--- src/rtl/rliu_pkg.sv ---
// Package for the raster line interrupt unit.
// Holds the command codes, register offsets, field widths and the line event struct.
// No dependencies.
package rliu_pkg;

  // Field widths fixed by the register map.
  localparam int unsigned CmdW  = 2;
  localparam int unsigned AddrW = 10;
  localparam int unsigned DataW = 8;
  localparam int unsigned CmpW  = 9;

  // Default raster geometry.
  localparam int unsigned DefCyclesPerLine = 63;
  localparam int unsigned DefLinesPerFrame = 312;

  // Register offsets within the chip window.
  localparam logic [AddrW-1:0] RegCmpLo   = 10'h011;
  localparam logic [AddrW-1:0] RegCmpHi   = 10'h012;
  localparam logic [AddrW-1:0] RegStatus  = 10'h019;
  localparam logic [AddrW-1:0] RegControl = 10'h01A;

  // Command codes carried by each transaction.
  typedef enum logic [CmdW-1:0] {
    CMD_TICK  = 2'd0,
    CMD_READ  = 2'd1,
    CMD_WRITE = 2'd2
  } rliu_cmd_e;

  // Line event from the raster counters: a new line started and its number.
  typedef struct packed {
    logic            new_line;
    logic [CmpW-1:0] line;
  } rliu_line_t;

endpackage

--- src/rtl/rliu_raster.sv ---
// Raster beam counters: cycles within a line and lines within a frame.
// Depends on rliu_pkg for the line event struct and widths.
module rliu_raster import rliu_pkg::*; #(
  parameter int unsigned CYCLES_PER_LINE = DefCyclesPerLine,
  parameter int unsigned LINES_PER_FRAME = DefLinesPerFrame
) (
  input  logic       clk_i,
  input  logic       rst_ni,
  input  logic       tick_i,
  output rliu_line_t line_evt_o
);

  localparam int unsigned CycW  = $clog2(CYCLES_PER_LINE);
  localparam int unsigned LineW = $clog2(LINES_PER_FRAME);

  logic [CycW-1:0]  cycle_q, cycle_d;
  logic [LineW-1:0] line_q, line_d;
  logic             wrap;

  // Next counter values; the line counter moves only when the cycle counter wraps.
  always_comb begin
    wrap    = tick_i && (cycle_q == CycW'(CYCLES_PER_LINE - 1));
    cycle_d = cycle_q;
    line_d  = line_q;
    if (tick_i) begin
      if (wrap) begin
        cycle_d = '0;
        if (line_q == LineW'(LINES_PER_FRAME - 1)) begin
          line_d = '0;
        end else begin
          line_d = line_q + LineW'(1);
        end
      end else begin
        cycle_d = cycle_q + CycW'(1);
      end
    end
  end

  always_ff @(posedge clk_i or negedge rst_ni) begin
    if (!rst_ni) begin
      cycle_q <= '0;
      line_q  <= '0;
    end else begin
      cycle_q <= cycle_d;
      line_q  <= line_d;
    end
  end

  // The event carries the number of the line that is just starting.
  assign line_evt_o.new_line = wrap;
  assign line_evt_o.line     = CmpW'(line_d);

endmodule

--- src/rtl/raster_line_interrupt_unit_core.sv ---
// Top level of the raster line interrupt unit: input register, register file,
// compare logic and result register. Depends on rliu_pkg and rliu_raster.
// A transaction passes the input register and then the result register to the output.
// Throughput: one transaction per cycle unless stalled; input refills while a result waits.
// Reset: asynchronous, active low; counters, compare value, control and status clear to zero.
module raster_line_interrupt_unit_core import rliu_pkg::*; #(
  parameter int unsigned CYCLES_PER_LINE = DefCyclesPerLine,
  parameter int unsigned LINES_PER_FRAME = DefLinesPerFrame
) (
  input  logic             clk_i,
  input  logic             rst_ni,
  input  logic             in_valid_i,
  output logic             in_ready_o,
  input  logic [CmdW-1:0]  cmd_i,
  input  logic [AddrW-1:0] reg_addr_i,
  input  logic [DataW-1:0] wdata_i,
  input  logic             irq_disabled_i,
  output logic             out_valid_o,
  input  logic             out_ready_i,
  output logic [DataW-1:0] rdata_o,
  output logic             irq_pulse_o
);

  // Input register.
  logic             s1_valid_q;
  logic [CmdW-1:0]  s1_cmd_q;
  logic [AddrW-1:0] s1_addr_q;
  logic [DataW-1:0] s1_wdata_q;
  logic             s1_dis_q;

  // Result register.
  logic             out_valid_q;
  logic [DataW-1:0] out_rdata_q, out_rdata_d;
  logic             out_pulse_q, out_pulse_d;

  // Architectural registers.
  logic [CmpW-1:0]  cmp_q, cmp_d;
  logic [DataW-1:0] ctrl_q, ctrl_d;
  logic [DataW-1:0] stat_q, stat_d;

  logic       out_free;
  logic       advance;
  logic       tick;
  rliu_line_t line_evt;

  // Handshake: the stage moves when the result register is empty or being drained.
  assign out_free   = !out_valid_q || out_ready_i;
  assign advance    = s1_valid_q && out_free;
  assign in_ready_o = !s1_valid_q || out_free;
  assign tick       = advance && (s1_cmd_q == CMD_TICK);

  rliu_raster #(
    .CYCLES_PER_LINE(CYCLES_PER_LINE),
    .LINES_PER_FRAME(LINES_PER_FRAME)
  ) u_raster (
    .clk_i     (clk_i),
    .rst_ni    (rst_ni),
    .tick_i    (tick),
    .line_evt_o(line_evt)
  );

  // Per-transaction work: register access or the raster compare on a new line.
  always_comb begin
    cmp_d       = cmp_q;
    ctrl_d      = ctrl_q;
    stat_d      = stat_q;
    out_rdata_d = '0;
    out_pulse_d = 1'b0;
    if (advance) begin
      case (s1_cmd_q)
        CMD_TICK: begin
          if (line_evt.new_line && ctrl_q[0] && !stat_q[0] && (line_evt.line == cmp_q)) begin
            stat_d[0]   = 1'b1;
            out_pulse_d = !s1_dis_q;
          end
        end
        CMD_READ: begin
          if (s1_addr_q == RegStatus) begin
            out_rdata_d = stat_q;
          end else if (s1_addr_q == RegControl) begin
            out_rdata_d = ctrl_q;
          end
        end
        CMD_WRITE: begin
          if (s1_addr_q == RegCmpLo) begin
            cmp_d = {cmp_q[CmpW-1], s1_wdata_q};
          end else if (s1_addr_q == RegCmpHi) begin
            cmp_d = {s1_wdata_q[DataW-1], cmp_q[CmpW-2:0]};
          end else if (s1_addr_q == RegStatus) begin
            stat_d = s1_wdata_q;
          end else if (s1_addr_q == RegControl) begin
            ctrl_d = s1_wdata_q;
          end
        end
        default: begin
        end
      endcase
    end
  end

  // Control state and architectural registers.
  always_ff @(posedge clk_i or negedge rst_ni) begin
    if (!rst_ni) begin
      s1_valid_q  <= 1'b0;
      out_valid_q <= 1'b0;
      cmp_q       <= '0;
      ctrl_q      <= '0;
      stat_q      <= '0;
    end else begin
      if (in_ready_o) begin
        s1_valid_q <= in_valid_i;
      end
      if (out_free) begin
        out_valid_q <= s1_valid_q;
      end
      cmp_q  <= cmp_d;
      ctrl_q <= ctrl_d;
      stat_q <= stat_d;
    end
  end

  // Payload registers carry no reset.
  always_ff @(posedge clk_i) begin
    if (in_valid_i && in_ready_o) begin
      s1_cmd_q   <= cmd_i;
      s1_addr_q  <= reg_addr_i;
      s1_wdata_q <= wdata_i;
      s1_dis_q   <= irq_disabled_i;
    end
    if (advance) begin
      out_rdata_q <= out_rdata_d;
      out_pulse_q <= out_pulse_d;
    end
  end

  assign out_valid_o = out_valid_q;
  assign rdata_o     = out_rdata_q;
  assign irq_pulse_o = out_pulse_q;

  // A waiting interrupt result always sees status bit 0 set.
  a_pulse_status: assert property (@(posedge clk_i) disable iff (!rst_ni)
    (out_valid_q && out_pulse_q) |-> stat_q[0])
    else $error("interrupt pulse without status bit 0");

  // A new interrupt is raised only while status bit 0 is clear.
  a_pulse_once: assert property (@(posedge clk_i) disable iff (!rst_ni)
    out_pulse_d |-> (tick && !stat_q[0] && ctrl_q[0]))
    else $error("interrupt raised with status set or control off");

  // A transaction that leaves the input register shows up as a result next cycle.
  a_advance_out: assert property (@(posedge clk_i) disable iff (!rst_ni)
    advance |=> out_valid_q)
    else $error("transaction lost between stages");

endmodule
--- config.mk ---
export PLATFORM = sky130hd
export DESIGN_NAME = raster_line_interrupt_unit_core
export DESIGN_NICKNAME = d
export VERILOG_FILES = /design/src/rtl/rliu_pkg.sv /design/src/rtl/rliu_raster.sv /design/src/rtl/raster_line_interrupt_unit_core.sv
export SDC_FILE = /design/constraint.sdc
export NUM_CORES = 1
export LEC_CHECK = 0
export BUFFER_PORTS_ARGS = -buffer_cell sky130_fd_sc_hd__buf_2
export CORE_MARGIN = 1
export CORE_UTILIZATION = 43
export CTS_BUF_LIST = sky130_fd_sc_hd__clkbuf_8
export CTS_CLUSTER_DIAMETER = 40
export CTS_CLUSTER_SIZE = 16
export DETAILED_ROUTE_END_ITERATION = 10
export GPL_TIMING_DRIVEN = 0
export MAX_ROUTING_LAYER = met4
export PLACE_DENSITY = 0.63
export SYNTH_ARGS = -nofsm -noshare
export SYNTH_HDL_FRONTEND = slang
export SYNTH_SLANG_ARGS = --single-unit
--- constraint.sdc ---
create_clock -name clk_i -period 6.9 [get_ports clk_i]
set_input_delay 1.38 -clock clk_i [delete_from_list [all_inputs] [get_ports clk_i]]
set_output_delay 1.38 -clock clk_i [all_outputs]
set_load 0.01 [all_outputs]
Word level (Yosys, flattened, before mapping)
Cells that the tools add are included.
{"block": "totals", "register_bits": 72, "inputBits": 25}
{"block": "classes", "add_sub_neg": 2, "n_eq_ne": 13, "mux": 12, "bitwise": 3, "reduce_logical": 21}
{"cell": "== test 10 x 5 -> 1 bit, second input constant", "n": 4}
{"cell": "two-way mux 9 bit", "n": 3}
{"cell": "two-way mux 8 bit", "n": 3}
{"cell": "AND reduction 6 bit", "n": 2}
{"cell": "adder 9 x 1 -> 9 bit, second input constant", "n": 1}
{"cell": "== test 9 bit", "n": 1}
{"cell": "== test 9 bit, second input constant", "n": 1}
{"cell": "logical AND 1 bit", "n": 7}
{"cell": "adder 6 x 1 -> 6 bit, second input constant", "n": 1}
{"cell": "== test 6 bit, second input constant", "n": 1}
{"cell": "two-way mux 6 bit", "n": 1}
{"cell": "inequality test 2 bit, second input constant", "n": 3}
{"cell": "AND reduction 5 bit", "n": 1}
{"cell": "zero test 1 bit", "n": 4}
{"cell": "two-way mux 1 bit", "n": 4}
{"cell": "AND reduction 4 bit", "n": 1}
{"cell": "NOT 1 bit", "n": 3}
{"cell": "AND reduction 3 bit", "n": 1}
{"cell": "== test 2 x 1 -> 1 bit, second input constant", "n": 1}
{"cell": "== test 2 bit, second input constant", "n": 1}
{"cell": "zero test 2 bit", "n": 1}
{"cell": "logical OR 1 bit", "n": 2}
{"cell": "inequality test 2 x 1 -> 1 bit, second input constant", "n": 1}
{"cell": "case mux 1 bit (2 select lines)", "n": 1}
{"cell": "2 further kinds", "n": 2}

Depth between registers and ports, before layout
{"block": "logic_depth", "ltp_word": 11, "depth_mapped": 10}

Modules after synthesis
Synthesis repeated with hierarchy kept, for this count alone.
{"block": "hier_totals", "hier_cells": 225, "area_unflattened_um2": 3110.5}
{"module": "raster_line_interrupt_unit_core", "n_inst": 1, "cells_per_inst": 144, "area_each_um2": 2293.4, "seq_area_each_um2": 1576.5}
{"module": "rliu_raster", "n_inst": 1, "cells_per_inst": 81, "area_each_um2": 817.0, "seq_area_each_um2": 375.4}

Worst setup path before layout
OpenSTA, ideal clock, no wires.
{"block": "synth_timing", "path_kind": "input to output", "from": "input port out_ready_i", "to": "output port in_ready_o", "arrival_ns": 1.735, "setup_slack_ns": 3.785, "cell_stages": 2, "n_path_buf": 0, "path_cell_list": "nor2b_1 > nand2_1"}
{"block": "synth_between", "elab_chain_len": 2}
{"item": "start, declared", "line_no": "raster_line_interrupt_unit_core.sv:19", "source": "input logic out_ready_i,"}
{"item": "logical OR 1 bit", "line_no": "raster_line_interrupt_unit_core.sv:47", "source": "assign out_free = !out_valid_q || out_ready_i;"}
{"item": "logical OR 1 bit", "line_no": "raster_line_interrupt_unit_core.sv:49", "source": "assign in_ready_o = !s1_valid_q || out_free;"}
{"item": "end, declared", "line_no": "raster_line_interrupt_unit_core.sv:13", "source": "output logic in_ready_o,"}
Every way passes these cells.

Worst setup path after layout
Same ends and word-level chain as after synthesis.

==> flow_metrics.py <==
metrics = {
    "critical_path": {
        "cp_max_fo": 4,
        "setup_slack_on_the_worst_flop_to_flop_path_ps": 4270,
        "timing.critical_path.from_type": "primary input",
        "worst_setup_path_startpoint": "out_ready_i",
        "worst-r2r-cell-count": 9,
        "timing.rr.start": "u_raster.cycle_q[0]$_DFFE_PN0N_",
        "worstReg2RegEnd": "irq_pulse_o$_SDFFCE_PN0N_",
        "worstSetupEndpoint": "in_ready_o",
        "cp.arrival_ps": 2040,
        "setup.worst_path.end_class": "output pin",
        "setup.worst_path.class": "primary input to output pin",
        "required_ps": 5520,
    },
    "power": {
        "share_clk_of_total_power_pct": 38.8,
        "power.static_leakage_uw": 0.00158,
        "comb_power_share_pct": 6.1,
        "power_density_nw_per_um2": 228,
        "vdd.ir_drop.worst_mv": 0.154,
        "switching_share_pct": 25.5,
        "p_int_uw": 664,
        "p_sw_uw": 227,
        "seq_power_share_pct": 55.0,
    },
    "timing": {
        "worst_pin_slew_ps": 967,
        "final_min_period_over_clock_period_pct": 49.5,
        "timing.setup.tns_ps": 0,
        "finalSetupViolations": 0,
        "final-hold-violation-count": 0,
        "post-route-min-period_ps": 3420,
        "rsz_0062_raised_after_global_routing": "no",
        "maxSlewHeadroom_pct": 35.5,
        "clock_skew_ps": 12.9,
        "max_clock_freq_ghz": 0.293,
        "finalMaxSlewViolations": 0,
    },
    "cells_and_area": {
        "num-fill-cells": 720,
        "diode_count": 0,
        "syn_to_layout_area_delta_pct": 14.9,
        "layoutNonFillerInstCount": 435,
        "final_layout_size_suffix_gt1_share_pct": 26.7,
        "final_net_count": 356,
    },
    "clock_tree": {
        "clock_pin_slew_of_the_registers_on_the_worst_case_setup_and_hold_paths_ps": 80,
        "count_of_buffers_added_by_post_cts_timing_repair_for_setup": 0,
        "cts_repair_resize_count": 0,
        "cts.sinks": 72,
        "clk_latency_ps": 350,
        "clock_path_buffers": 2,
        "clock-root-buffer": "sky130_fd_sc_hd__clkbuf_8",
        "tritoncts.num_buffers": 9,
        "cts_hold_repair.buffers": 0,
        "cts_max_level": 3,
        "tritoncts_clock_tree": "done",
    },
    "job": {
        "timing.max_cap.violations": 0,
    },
    "drt": {
        "first_pass_iters": 4,
        "dr_total_vias": 2363,
        "route.final.wire_length_um": 6790,
        "avgRoutedWirePerCell_um": 15.6,
        "postRouteAntennaNets": 0,
        "first_iter_violations": 180,
        "drt_drc_violations_left": 0,
        "avgViaCountPerCell": 5.43,
    },
    "synthesis": {
        "synth_warnings": 0,
        "synth.top_cells.by_count": "sky130_fd_sc_hd__dfrtp_1, sky130_fd_sc_hd__edfxtp_1, sky130_fd_sc_hd__nand2_1, sky130_fd_sc_hd__mux2_2, sky130_fd_sc_hd__o21ai_0",
        "post-synth-top-area-fraction_pct": 30.9,
        "synth_top_cells_by_area": "sky130_fd_sc_hd__dfrtp_1, sky130_fd_sc_hd__edfxtp_1, sky130_fd_sc_hd__mux2_2, sky130_fd_sc_hd__mux2_1, sky130_fd_sc_hd__nand2_1",
        "ys_ff_latch": 72,
        "synth.avg_cell_area_um2": 12.1,
        "mappedNetlistArea_um2": 3400,
        "asyncSetResetFlopFracSynth_pct": 58.3,
        "synth_cell_type_count": 62,
        "synth_largest_area_cell": "sky130_fd_sc_hd__dfrtp_1",
        "synth.net_count": 310,
        "synth_sequential_area_ratio_pct": 57.4,
        "synth_ff_type": "sky130_fd_sc_hd__dfrtp_1",
        "number_of_enable_flip_flop_cells_after_synthesis": 30,
        "netlist_instances": 282,
        "yosysMostFrequentCell": "sky130_fd_sc_hd__dfrtp_1",
    },
    "grt": {
        "grt_max_degree": 43,
        "first_global_vias": 2251,
        "gr-usage-all-layers_pct": 18.2,
        "gr-total-overflow": 0,
        "antenna_found_initial": 0,
        "grt_first_pass_wirelength_um": 11200,
    },
    "placed_design": {
        "gp_routability_congestion": 0.899,
        "numPortBuffers": 35,
        "dp.final_hpwl_um": 4670,
        "placed_instances": 419,
    },
    "floorplanning": {
        "die_footprint_um2": 8270,
        "coreArea_um2": 7690,
        "num_io_pins": 36,
        "fp.dieH_um": 90.9,
        "fp.dieW_um": 90.9,
        "floorplan.initialDensity_pct": 44.3,
        "placementRows": 32,
    },
    "min_path": {
        "min_path_cells": 1,
        "hold_path_class": "register to register",
        "min_from": "u_raster.cycle_q[5]$_DFFE_PN0N_",
    },
    "outcome": {
        "run_status": "completed",
    },
}
## state kept, by name, summed over array words and instances, names as in the netlist
signal            count
ctrl_q                8
stat_q                8
s1_addr_q            10
s1_valid_q            1
cmp_q                 9
s1_wdata_q            8
irq_pulse_o           1
rdata_o               8
u_raster.line_q       9
s1_dis_q              1
u_raster.cycle_q      6
s1_cmd_q              2
out_valid_o           1
## through the flow
stage / cell area (um2) / setup WS, ps / power [uW] / hold WS (ps) / util (%)
2_1_floorplan: 3400 / 3790 / 527 / 450 / -
3_3_place_gp: 3700 / 3500 / 554 / 469 / 48.2
3_5_place_dp: 3700 / 3490 / 556 / 475 / 48.2
5_1_grt: 3910 / 3430 / 928 / 503 / 50.8
6_report: 3910 / 3480 / 892 / 487 / 50.8
4_1_cts: 3910 / 3470 / 902 / 491 / 50.8
## per-layer routing
layer,global-route usage (%),routed length [um]
met1,24.7,3270
met3,4.94,281
met5,-,0
met4,7.28,40
met2,26.1,3200
## cell usage in the layout (no fill, tap or decap), drive strengths merged, types with 9 or more instances in the layout
cell / instances
edfxtp: 30
dfrtp: 42
o21ai: 16
a22oi: 9
buf: 42
nand3: 9
clkbuf: 16
nand2: 25
nor2: 16
mux2: 26
## critical path: stages
cell and delay (ps):
sky130_fd_sc_hd__buf_2 100, sky130_fd_sc_hd__nor2b_1 270, sky130_fd_sc_hd__nand2_1 140, sky130_fd_sc_hd__buf_2 160
## cell type report
class                   count  area, um2  area share, %
flip-flops and latches     72       1950           49.9
multi-input cells         189       1360           34.8
repair buffers             35        175           4.48
well taps                 102        128           3.27
clock buffers               9        124           3.17
clock inverters             7       80.1           2.05
plain buffers              14       65.1           1.66
inverters                   7       26.3          0.672
## power groups by stage
stage | clock (uW) | sequential (uW) | combinational, uW
floorplan | 0 | 497 | 30.4
global placement | 0 | 499 | 54.3
detailed placement | 0 | 499 | 56.5
CTS | 355 | 491 | 56.5
global route | 370 | 495 | 63.1
finish | 346 | 491 | 54.7
## worst min path at each step
stage                     slack (ps)                              end
after CTS                        490  u_raster.cycle_q[5]$_DFFE_PN0N_
after global placement           470            ctrl_q[3]$_DFFE_PN0P_
after global routing             500            ctrl_q[2]$_DFFE_PN0P_
after detailed placement         480            ctrl_q[2]$_DFFE_PN0P_
final                            490  u_raster.cycle_q[5]$_DFFE_PN0N_
after floorplan                  450  u_raster.cycle_q[5]$_DFFE_PN0N_
## cells by family (layout without fill, tap and decap cells)
family / count (synthesis) / in the layout / synth area share, %
AND/OR/NAND/NOR: 99 / 99 / 16.8
flip-flops: 72 / 72 / 57.4
AO/OA/AOI/OAI: 52 / 52 / 11.1
multiplexers: 27 / 27 / 8.90
buffers and inverters: 21 / 72 / 2.68
XOR/XNOR: 8 / 8 / 2.06
adder cells (fa/ha/maj): 3 / 3 / 1.10
Note: power is estimated with default switching activity, not from simulation.
